===== config.mk =====
export PLATFORM = sky130hd
export DESIGN_NAME = rle_escape_byte_decoder_unit_flat
export DESIGN_NICKNAME = d
export VERILOG_FILES = /design/src/rebd_pkg.sv /design/src/rebd_if.sv /design/src/rebd_front.sv /design/src/rebd_cmd_fifo.sv /design/src/rebd_back.sv /design/src/rle_escape_byte_decoder_unit.sv /design/src/flat_wrapper.sv
export SDC_FILE = /design/constraint.sdc
export NUM_CORES = 1
export LEC_CHECK = 0
export BUFFER_PORTS_ARGS = -buffer_cell sky130_fd_sc_hd__buf_2
export CAP_MARGIN = 20
export CORE_ASPECT_RATIO = 0.8
export CORE_UTILIZATION = 45
export DETAILED_ROUTE_END_ITERATION = 6
export GPL_TIMING_DRIVEN = 0
export PLACE_DENSITY = 0.66
export SLEW_MARGIN = 0
export SYNTH_ARGS = -nofsm -noshare
export SYNTH_HDL_FRONTEND = slang
export SYNTH_SLANG_ARGS = --single-unit

===== constraint.sdc =====
create_clock -name clock -period 10.19 [get_ports clock]
set_input_delay 1.019 -clock clock [delete_from_list [all_inputs] [get_ports clock]]
set_output_delay 1.019 -clock clock [all_outputs]
set_load 0.02 [all_outputs]

===== src/rebd_pkg.sv =====
`timescale 1ns / 1ps
`default_nettype none
// ----------------------------------------------------------------------------
// rebd_pkg
// Shared constants and the command type passed from the decode front end to
// the byte packer of the run-length decoder.
// ----------------------------------------------------------------------------
package rebd_pkg;

   // bytes per output word
   localparam int unsigned WordBytes = 8;

   // escape marker and short-run limit of the compressed format
   localparam logic [7:0] EscByte       = 8'hFF;
   localparam logic [7:0] ShortRunLimit = 8'd3;

   // one decoded run, or an end-of-stream flush with no bytes
   typedef struct packed {
      logic       has_run;   // value is repeated count_m1 + 1 times
      logic [7:0] value;     // byte to repeat
      logic [7:0] count_m1;  // repeat count minus one
      logic       eos;       // flush the partial word after the run
      logic       trunc;     // stream ended inside an escape
   } rebd_cmd_type;

endpackage
`default_nettype wire


===== src/rebd_if.sv =====
`timescale 1ns / 1ps
`default_nettype none
// ----------------------------------------------------------------------------
// rebd_if
// Valid/ready channels of the run-length decoder: compressed bytes in,
// packed words out.
// ----------------------------------------------------------------------------
interface rebd_req_if;
   logic       valid;
   logic       ready;
   logic [7:0] in_byte;
   logic       end_of_stream;

   modport source (output valid, output in_byte, output end_of_stream, input ready);
   modport sink   (input valid, input in_byte, input end_of_stream, output ready);
endinterface

interface rebd_rsp_if;
   logic        valid;
   logic        ready;
   logic [63:0] out_word;
   logic [3:0]  valid_bytes;
   logic        last;
   logic        truncated;

   modport source (output valid, output out_word, output valid_bytes,
                   output last, output truncated, input ready);
   modport sink   (input valid, input out_word, input valid_bytes,
                   input last, input truncated, output ready);
endinterface
`default_nettype wire


===== src/rebd_front.sv =====
`timescale 1ns / 1ps
`default_nettype none
// ----------------------------------------------------------------------------
// rebd_front
// Decode front end: tracks the escape sequence across input beats and turns
// each beat into at most one run command for the packer.
// ----------------------------------------------------------------------------
module rebd_front (
   input  logic                  clock,
   input  logic                  reset,
   rebd_req_if.sink              req,
   input  logic                  push_ready,
   output logic                  push_valid,
   output rebd_pkg::rebd_cmd_type push_cmd
);
   import rebd_pkg::*;

   localparam logic [1:0] PH_IDLE  = 2'd0;
   localparam logic [1:0] PH_COUNT = 2'd1;
   localparam logic [1:0] PH_VALUE = 2'd2;

   logic [1:0] phase_ff, phase_in, phase_dec;
   logic [7:0] run_len_ff, run_len_in, run_dec;
   logic       accept;

   // a beat is taken whenever the command queue has room
   assign req.ready = push_ready;
   assign accept    = req.valid && push_ready;

   // classify the beat against the escape sequence
   always_comb begin
      push_cmd.has_run  = 1'b0;
      push_cmd.value    = req.in_byte;
      push_cmd.count_m1 = 8'd0;
      push_cmd.eos      = req.end_of_stream;
      phase_dec         = PH_IDLE;
      run_dec           = run_len_ff;
      case (phase_ff)
         PH_COUNT: begin
            if (req.in_byte < ShortRunLimit) begin
               push_cmd.has_run  = 1'b1;
               push_cmd.value    = EscByte;
               push_cmd.count_m1 = req.in_byte;
            end else begin
               run_dec   = req.in_byte;
               phase_dec = PH_VALUE;
            end
         end
         PH_VALUE: begin
            push_cmd.has_run  = 1'b1;
            push_cmd.count_m1 = run_len_ff;
            run_dec           = 8'd0;
         end
         default: begin
            if (req.in_byte == EscByte) begin
               phase_dec = PH_COUNT;
            end else begin
               push_cmd.has_run = 1'b1;
            end
         end
      endcase
      push_cmd.trunc = (phase_dec != PH_IDLE);
   end

   assign push_valid = accept && (push_cmd.has_run || push_cmd.eos);

   // next state, back to idle at end of stream
   always_comb begin
      phase_in   = phase_ff;
      run_len_in = run_len_ff;
      if (accept) begin
         if (req.end_of_stream) begin
            phase_in   = PH_IDLE;
            run_len_in = 8'd0;
         end else begin
            phase_in   = phase_dec;
            run_len_in = run_dec;
         end
      end
   end

   always_ff @(posedge clock) begin
      if (reset) begin
         phase_ff   <= PH_IDLE;
         run_len_ff <= 8'd0;
      end else begin
         phase_ff   <= phase_in;
         run_len_ff <= run_len_in;
      end
   end

   // end of stream always leaves the decoder clean
   a_eos_clears: assert property (@(posedge clock) disable iff (reset)
      accept && req.end_of_stream |=> phase_ff == PH_IDLE && run_len_ff == 8'd0)
      else $error("decode state not cleared after end of stream");

   // a pending long run always holds a count of at least the limit
   a_long_count: assert property (@(posedge clock) disable iff (reset)
      phase_ff == PH_VALUE |-> run_len_ff >= ShortRunLimit)
      else $error("long run pending with a short count");

endmodule
`default_nettype wire


===== src/rebd_cmd_fifo.sv =====
`timescale 1ns / 1ps
`default_nettype none
// ----------------------------------------------------------------------------
// rebd_cmd_fifo
// Two-entry command queue between the decode front end and the packer.
// ----------------------------------------------------------------------------
module rebd_cmd_fifo (
   input  logic                  clock,
   input  logic                  reset,
   input  logic                  push_valid,
   input  rebd_pkg::rebd_cmd_type push_cmd,
   output logic                  push_ready,
   input  logic                  pop,
   output logic                  head_valid,
   output rebd_pkg::rebd_cmd_type head_cmd
);
   import rebd_pkg::*;

   rebd_cmd_type entry_ff [2];
   logic         wr_ptr_ff, rd_ptr_ff;
   logic [1:0]   count_ff;
   logic         do_push, do_pop;

   assign push_ready = (count_ff != 2'd2);
   assign head_valid = (count_ff != 2'd0);
   assign head_cmd   = entry_ff[rd_ptr_ff];
   assign do_push    = push_valid && push_ready;
   assign do_pop     = pop && head_valid;

   // entry storage
   always_ff @(posedge clock) begin
      if (do_push) begin
         entry_ff[wr_ptr_ff] <= push_cmd;
      end
   end

   // pointers and occupancy
   always_ff @(posedge clock) begin
      if (reset) begin
         wr_ptr_ff <= 1'b0;
         rd_ptr_ff <= 1'b0;
         count_ff  <= 2'd0;
      end else begin
         if (do_push) begin
            wr_ptr_ff <= ~wr_ptr_ff;
         end
         if (do_pop) begin
            rd_ptr_ff <= ~rd_ptr_ff;
         end
         count_ff <= count_ff + {1'b0, do_push} - {1'b0, do_pop};
      end
   end

endmodule
`default_nettype wire


===== src/rebd_back.sv =====
`timescale 1ns / 1ps
`default_nettype none
// ----------------------------------------------------------------------------
// rebd_back
// Byte packer: expands run commands into the word buffer, up to a full word
// per cycle unless a full word waits on rsp, and drives the output register.
// ----------------------------------------------------------------------------
module rebd_back (
   input  logic                  clock,
   input  logic                  reset,
   input  logic                  head_valid,
   input  rebd_pkg::rebd_cmd_type head_cmd,
   output logic                  pop,
   rebd_rsp_if.source            rsp
);
   import rebd_pkg::*;

   logic        started_ff, started_in;
   logic [8:0]  rem_ff, rem_in;
   logic [63:0] buffer_ff, buffer_in;
   logic [2:0]  fill_ff, fill_in;

   logic        rsp_valid_ff, rsp_valid_in;
   logic [63:0] word_ff;
   logic [3:0]  vbytes_ff;
   logic        last_ff, trunc_ff;

   logic [8:0]  rem_eff, rem_left;
   logic [3:0]  room, take, new_fill;
   logic [63:0] merged;
   logic        out_free, emit;
   logic [63:0] emit_word;
   logic [3:0]  emit_vbytes;
   logic        emit_last, emit_trunc;

   assign out_free = !rsp_valid_ff || rsp.ready;

   // bytes still owed by the command at the head of the queue
   always_comb begin
      if (started_ff) begin
         rem_eff = rem_ff;
      end else if (head_cmd.has_run) begin
         rem_eff = {1'b0, head_cmd.count_m1} + 9'd1;
      end else begin
         rem_eff = 9'd0;
      end
   end

   // how many bytes fit this cycle
   assign room     = 4'(WordBytes) - {1'b0, fill_ff};
   assign take     = (rem_eff > {5'd0, room}) ? room : rem_eff[3:0];
   assign new_fill = {1'b0, fill_ff} + take;
   assign rem_left = rem_eff - {5'd0, take};

   // write the run value into lanes fill .. new_fill-1
   always_comb begin
      merged = buffer_ff;
      for (int i = 0; i < 8; i++) begin
         if (4'(i) >= {1'b0, fill_ff} && 4'(i) < new_fill) begin
            merged[8*i +: 8] = head_cmd.value;
         end
      end
   end

   // packer sequencing
   always_comb begin
      started_in  = started_ff;
      rem_in      = rem_ff;
      buffer_in   = buffer_ff;
      fill_in     = fill_ff;
      pop         = 1'b0;
      emit        = 1'b0;
      emit_word   = buffer_ff;
      emit_vbytes = {1'b0, fill_ff};
      emit_last   = 1'b0;
      emit_trunc  = 1'b0;
      if (head_valid) begin
         if (rem_eff != 9'd0) begin
            if (new_fill == 4'(WordBytes)) begin
               // full word goes out
               if (out_free) begin
                  emit        = 1'b1;
                  emit_word   = merged;
                  emit_vbytes = 4'(WordBytes);
                  buffer_in   = 64'd0;
                  fill_in     = 3'd0;
                  rem_in      = rem_left;
                  started_in  = 1'b1;
                  if (rem_left == 9'd0 && !head_cmd.eos) begin
                     pop        = 1'b1;
                     started_in = 1'b0;
                  end
               end
            end else begin
               // run ends inside the word
               buffer_in = merged;
               fill_in   = new_fill[2:0];
               rem_in    = 9'd0;
               if (head_cmd.eos) begin
                  started_in = 1'b1;
               end else begin
                  pop        = 1'b1;
                  started_in = 1'b0;
               end
            end
         end else if (out_free) begin
            // end-of-stream flush of the partial word
            emit       = 1'b1;
            emit_last  = 1'b1;
            emit_trunc = head_cmd.trunc;
            buffer_in  = 64'd0;
            fill_in    = 3'd0;
            pop        = 1'b1;
            started_in = 1'b0;
         end
      end
   end

   // output register
   assign rsp_valid_in = emit ? 1'b1 : (rsp.ready ? 1'b0 : rsp_valid_ff);

   always_ff @(posedge clock) begin
      if (reset) begin
         started_ff   <= 1'b0;
         buffer_ff    <= 64'd0;
         fill_ff      <= 3'd0;
         rsp_valid_ff <= 1'b0;
      end else begin
         started_ff   <= started_in;
         buffer_ff    <= buffer_in;
         fill_ff      <= fill_in;
         rsp_valid_ff <= rsp_valid_in;
      end
   end

   always_ff @(posedge clock) begin
      rem_ff <= rem_in;
      if (emit) begin
         word_ff   <= emit_word;
         vbytes_ff <= emit_vbytes;
         last_ff   <= emit_last;
         trunc_ff  <= emit_trunc;
      end
   end

   assign rsp.valid       = rsp_valid_ff;
   assign rsp.out_word    = word_ff;
   assign rsp.valid_bytes = vbytes_ff;
   assign rsp.last        = last_ff;
   assign rsp.truncated   = trunc_ff;

   // a run in progress keeps its command at the queue head
   a_started_head: assert property (@(posedge clock) disable iff (reset)
      started_ff |-> head_valid)
      else $error("packer mid-run with an empty queue");

   // only the final word of a stream may be partial
   a_full_unless_last: assert property (@(posedge clock) disable iff (reset)
      rsp_valid_ff && !last_ff |-> vbytes_ff == 4'(WordBytes) && !trunc_ff)
      else $error("partial or truncated word without last");

endmodule
`default_nettype wire


===== src/rle_escape_byte_decoder_unit.sv =====
`timescale 1ns / 1ps
`default_nettype none
// ----------------------------------------------------------------------------
// rle_escape_byte_decoder_unit
// Run-length decoder with an 0xFF escape, packing bytes into 64-bit words.
// ----------------------------------------------------------------------------
// usage
//   req: one compressed byte per beat, end_of_stream on the final byte.
//   rsp: one packed word per beat, first decoded byte in bits 7:0,
//        valid_bytes counts bytes from the low end, last marks the final
//        word of a stream, truncated flags a stream cut inside an escape.
//   the packer writes a literal into the word buffer and expands a run
//   into each word that it touches in turn; end of stream adds a flush
//   word marked last.
//   the beat that completes a word is written into the command queue, and
//   the packer then puts the word into the output register for rsp.
//   escape bytes and long-run counts only update the decoder state.
//   the front end and packer are split by a two-entry command queue, so
//   the front keeps taking bytes while a long run is being expanded
//   until the queue fills; req.ready then drops.
//   when rsp is stalled the output register holds its word, the packer
//   waits, and the stall reaches req through the queue.
//   reset (synchronous) clears the decoder, the queue and the buffer.
// ----------------------------------------------------------------------------
module rle_escape_byte_decoder_unit (
   input  logic       clock,
   input  logic       reset,
   rebd_req_if.sink   req,
   rebd_rsp_if.source rsp
);
   import rebd_pkg::*;

   logic         push_valid, push_ready;
   rebd_cmd_type push_cmd;
   logic         pop, head_valid;
   rebd_cmd_type head_cmd;

   // escape decode
   rebd_front u_front (
      .clock      (clock),
      .reset      (reset),
      .req        (req),
      .push_ready (push_ready),
      .push_valid (push_valid),
      .push_cmd   (push_cmd)
   );

   // command queue
   rebd_cmd_fifo u_fifo (
      .clock      (clock),
      .reset      (reset),
      .push_valid (push_valid),
      .push_cmd   (push_cmd),
      .push_ready (push_ready),
      .pop        (pop),
      .head_valid (head_valid),
      .head_cmd   (head_cmd)
   );

   // byte packer and output register
   rebd_back u_back (
      .clock      (clock),
      .reset      (reset),
      .head_valid (head_valid),
      .head_cmd   (head_cmd),
      .pop        (pop),
      .rsp        (rsp)
   );

endmodule
`default_nettype wire

===== src/flat_wrapper.sv =====
// flat-port wrapper written by rule: the top's interface ports become plain ports
module rle_escape_byte_decoder_unit_flat import rebd_pkg::*;
  (clock, reset, req_valid, req_in_byte, req_end_of_stream, req_ready, rsp_valid, rsp_out_word, rsp_valid_bytes, rsp_last, rsp_truncated, rsp_ready);
  rebd_req_if req_i ();
  rebd_rsp_if rsp_i ();
  input  logic clock;
  input  logic reset;
  input wire logic [$bits(req_i.valid)-1:0] req_valid;
  input wire logic [$bits(req_i.in_byte)-1:0] req_in_byte;
  input wire logic [$bits(req_i.end_of_stream)-1:0] req_end_of_stream;
  output wire logic [$bits(req_i.ready)-1:0] req_ready;
  output wire logic [$bits(rsp_i.valid)-1:0] rsp_valid;
  output wire logic [$bits(rsp_i.out_word)-1:0] rsp_out_word;
  output wire logic [$bits(rsp_i.valid_bytes)-1:0] rsp_valid_bytes;
  output wire logic [$bits(rsp_i.last)-1:0] rsp_last;
  output wire logic [$bits(rsp_i.truncated)-1:0] rsp_truncated;
  input wire logic [$bits(rsp_i.ready)-1:0] rsp_ready;
  assign req_i.valid = req_valid;
  assign req_i.in_byte = req_in_byte;
  assign req_i.end_of_stream = req_end_of_stream;
  assign req_ready = req_i.ready;
  assign rsp_valid = rsp_i.valid;
  assign rsp_out_word = rsp_i.out_word;
  assign rsp_valid_bytes = rsp_i.valid_bytes;
  assign rsp_last = rsp_i.last;
  assign rsp_truncated = rsp_i.truncated;
  assign rsp_i.ready = rsp_ready;
  rle_escape_byte_decoder_unit u_core (.clock(clock), .reset(reset), .req(req_i), .rsp(rsp_i));
endmodule

==> results.json <==
{
  "status": "finished clean",
  "maxCapViolCount": 0,
  "avgViaCountPerCell": 5.39,
  "cts_resized": 0,
  "grt.overflow.total": 0,
  "fp.dieH_microns": 132,
  "gp_congestion": 0.881,
  "seq_area_frac_synth_pct": 54.8,
  "root_buffer": "clkbuf_16",
  "dr.pass1.iters": 5,
  "multi_input_area_sq_um": 3990,
  "cp_data_required_time_ps": 10620,
  "grt_max_degree": 31,
  "cp_max_fo": 27,
  "ios": 85,
  "drt_iter0_drc": 582,
  "clk_path_buf_depth": 3,
  "avgSynthCellArea_sq_um": 11.3,
  "core-area_sq_um": 20600,
  "numCtsBuffers": 21,
  "synth_area_sq_um": 9480,
  "clk-insertion-delay-late_ps": 500,
  "hold_slack_ps": 446,
  "route.detailed.drc": 0,
  "antenna_found_initial": 0,
  "grtUsageTotal_pct": 20.5,
  "slowest_delay_ps": 710,
  "post_cts_buffers": 0,
  "cts_hold_buffers": 0,
  "routed_wl_microns": 22200,
  "htreeDepth": 1,
  "hold_class": "flip-flop to flip-flop",
  "final_cell_count_no_fill": 1234,
  "wl_per_cell_microns": 18.0,
  "yosys_most_used_dff": "edfxtp_1",
  "cts_tree": "yes",
  "rsz0062_at_grt": "no",
  "drive_gt1_share_pct": 21.5,
  "fp-row-count": 47,
  "worstHoldPathCells": 2,
  "antennaDiodeCount": 0,
  "crit_slowest_cell": "a221oi_1",
  "n_fill_cell": 1799,
  "ys_async_sr_fraction_pct": 0,
  "fin_crit_sh_pct": 82.3,
  "dpl.hpwl_microns": 15900,
  "r2r.worst_path.cells": 28,
  "nets": 984,
  "via_count": 6657,
  "synthToLayoutAreaGrowth_pct": 15.5,
  "synth_cell_types": 73,
  "maxSlewViolCount": 0,
  "critical_path_class": "flip-flop to flip-flop",
  "synthTopCellsByArea": "edfxtp_1 (37%), dfxtp_1 (18%), mux2i_1 (6.4%)",
  "period_needed_ps": 8390,
  "synth_nets": 873,
  "grt_pass1_vias": 6209,
  "worst_slack_ps": 1800,
  "cp-start-kind": "flip-flop",
  "die_w_microns": 164,
  "grt_pass1_wl_microns": 34200,
  "clkSinkCount": 201,
  "dpl.cell_count": 1196,
  "cp-end-kind": "flip-flop",
  "dp_slack_ps": 1880,
  "seqCellArea_sq_um": 5190,
  "finalHoldViolCount": 0,
  "ys_ff_latch": 201,
  "yosys.area.top_type": "edfxtp_1",
  "synth_cells": 839,
  "fmax_mhz": 119,
  "ant_nets": 0,
  "max_slew.worst_pin.slew_ps": 1240,
  "setup_viol": 0,
  "fin_tns_setup_ps": 0,
  "synth_top_area_share_pct": 37.1,
  "initial_core_util_pct": 45.9,
  "path_clk_slew_ps": 60,
  "finalClockSkew_ps": 23.0,
  "design.die.area_sq_um": 21600,
  "synth_edf_count": 117,
  "slew_headroom_pct": 15.2,
  "critical_path_arrival_ps": 8810,
  "yosysWarnings": 0,
  "io_buffer_count": 84
}
==> per-layer routing <==
layer / GRT usage [%] / vias to the layer above / routed length (microns)
li1: - / 3257 / -
met5: 0 / - / 0
met1: 31.3 / 3217 / 11100
met4: 4.42 / 0 / 259
met3: 3.46 / 23 / 1170
met2: 30.2 / 160 / 9620
==> metrics by stage <==
stage	util (%)	cell area, sq um
after global placement	49.6	10200
after floorplan	-	9480
after global routing	53.0	10900
after detailed placement	50.0	10300
final	53.0	10900
after CTS	53.0	10900
==> flip-flops by register name (all words and copies together), names as in the netlist, 2 cells and up, named ones only <==
register                       count
u_core.u_back.buffer_ff           64
u_core.u_back.fill_ff              3
u_core.u_back.rem_ff               9
u_core.u_back.rsp.out_word        64
u_core.u_back.rsp.valid_bytes      4
u_core.u_fifo.count_ff             2
u_core.u_fifo.entry_ff            38
u_core.u_front.phase_ff            2
u_core.u_front.run_len_ff          8
==> cells in the mapped netlist, types with 6 or more instances <==
cell type	n
a21o_1	11
a21oi_1	47
a22oi_1	8
and2_1	10
buf_2	9
clkbuf_1	19
dfxtp_1	84
edfxtp_1	117
ha_1	19
inv_1	25
mux2_2	29
mux2i_1	61
nand2_1	85
nand2b_1	23
nand3_1	30
nand4_1	6
nor2_1	73
nor2b_1	13
nor3_1	21
o21a_1	6
o21ai_0	30
o21ai_1	6
xor2_1	8
==> layout make-up <==
cell class,instances,share of cell area [%]
Tap cell,269,3.07
Multi-Input combinational cell,572,36.4
Clock buffer,29,5.17
Inverter,26,0.892
Clock inverter,9,0.514
Sequential cell,201,47.5
Buffer,40,1.99
Timing Repair Buffer,88,4.48
==> path summary, 6_finish.rpt <==
| kind | start | endpoint | slack (ps) |
|---|---|---|---|
| worst max-delay path | flip-flop | u_core.u_back.buffer_ff[33] | 1800 |
| worst min-delay path | u_core.u_front.run_len_ff[6] | u_core.u_front.run_len_ff[6] | 450 |
| worst max register to register | flip-flop | u_core.u_back.buffer_ff[33] | 1800 |
| worst min register to register | u_core.u_front.run_len_ff[6] | u_core.u_front.run_len_ff[6] | 450 |
==> critical path, delay by kind of cell (launching register included) <==
kind	cells	cell delay, ps
buffers and inverters	9	2690
AND/OR/NAND/NOR	6	600
adder cells (fa/ha/maj)	2	690
AO/OA/AOI/OAI	6	2110
XOR/XNOR	2	750
flip-flops	1	430
multiplexers	3	1020
==> cell usage in the layout, fill, tap and decap left out, drive strengths merged, types with 11 or more instances in the layout <==
master  instances
a21o           11
a21oi          54
buf           109
clkbuf         48
dfxtp          84
edfxtp        117
ha             19
inv            27
mux2           36
mux2i          63
nand2          85
nand2b         23
nand3          34
nor2           76
nor2b          13
nor3           22
o21ai          38
==> logic make-up after synthesis <==
kind of cell,share of synthesized area [%]
simple gates,14.9
fa+ha+maj,2.93
compound gates,11.3
xor+xnor,1.54
buf+inv,3.33
mux,11.2
flops,54.8
Power is left out: the tool's default activity adds up to more than one toggle a clock period on the data nets, which glitch-free logic cannot reach.
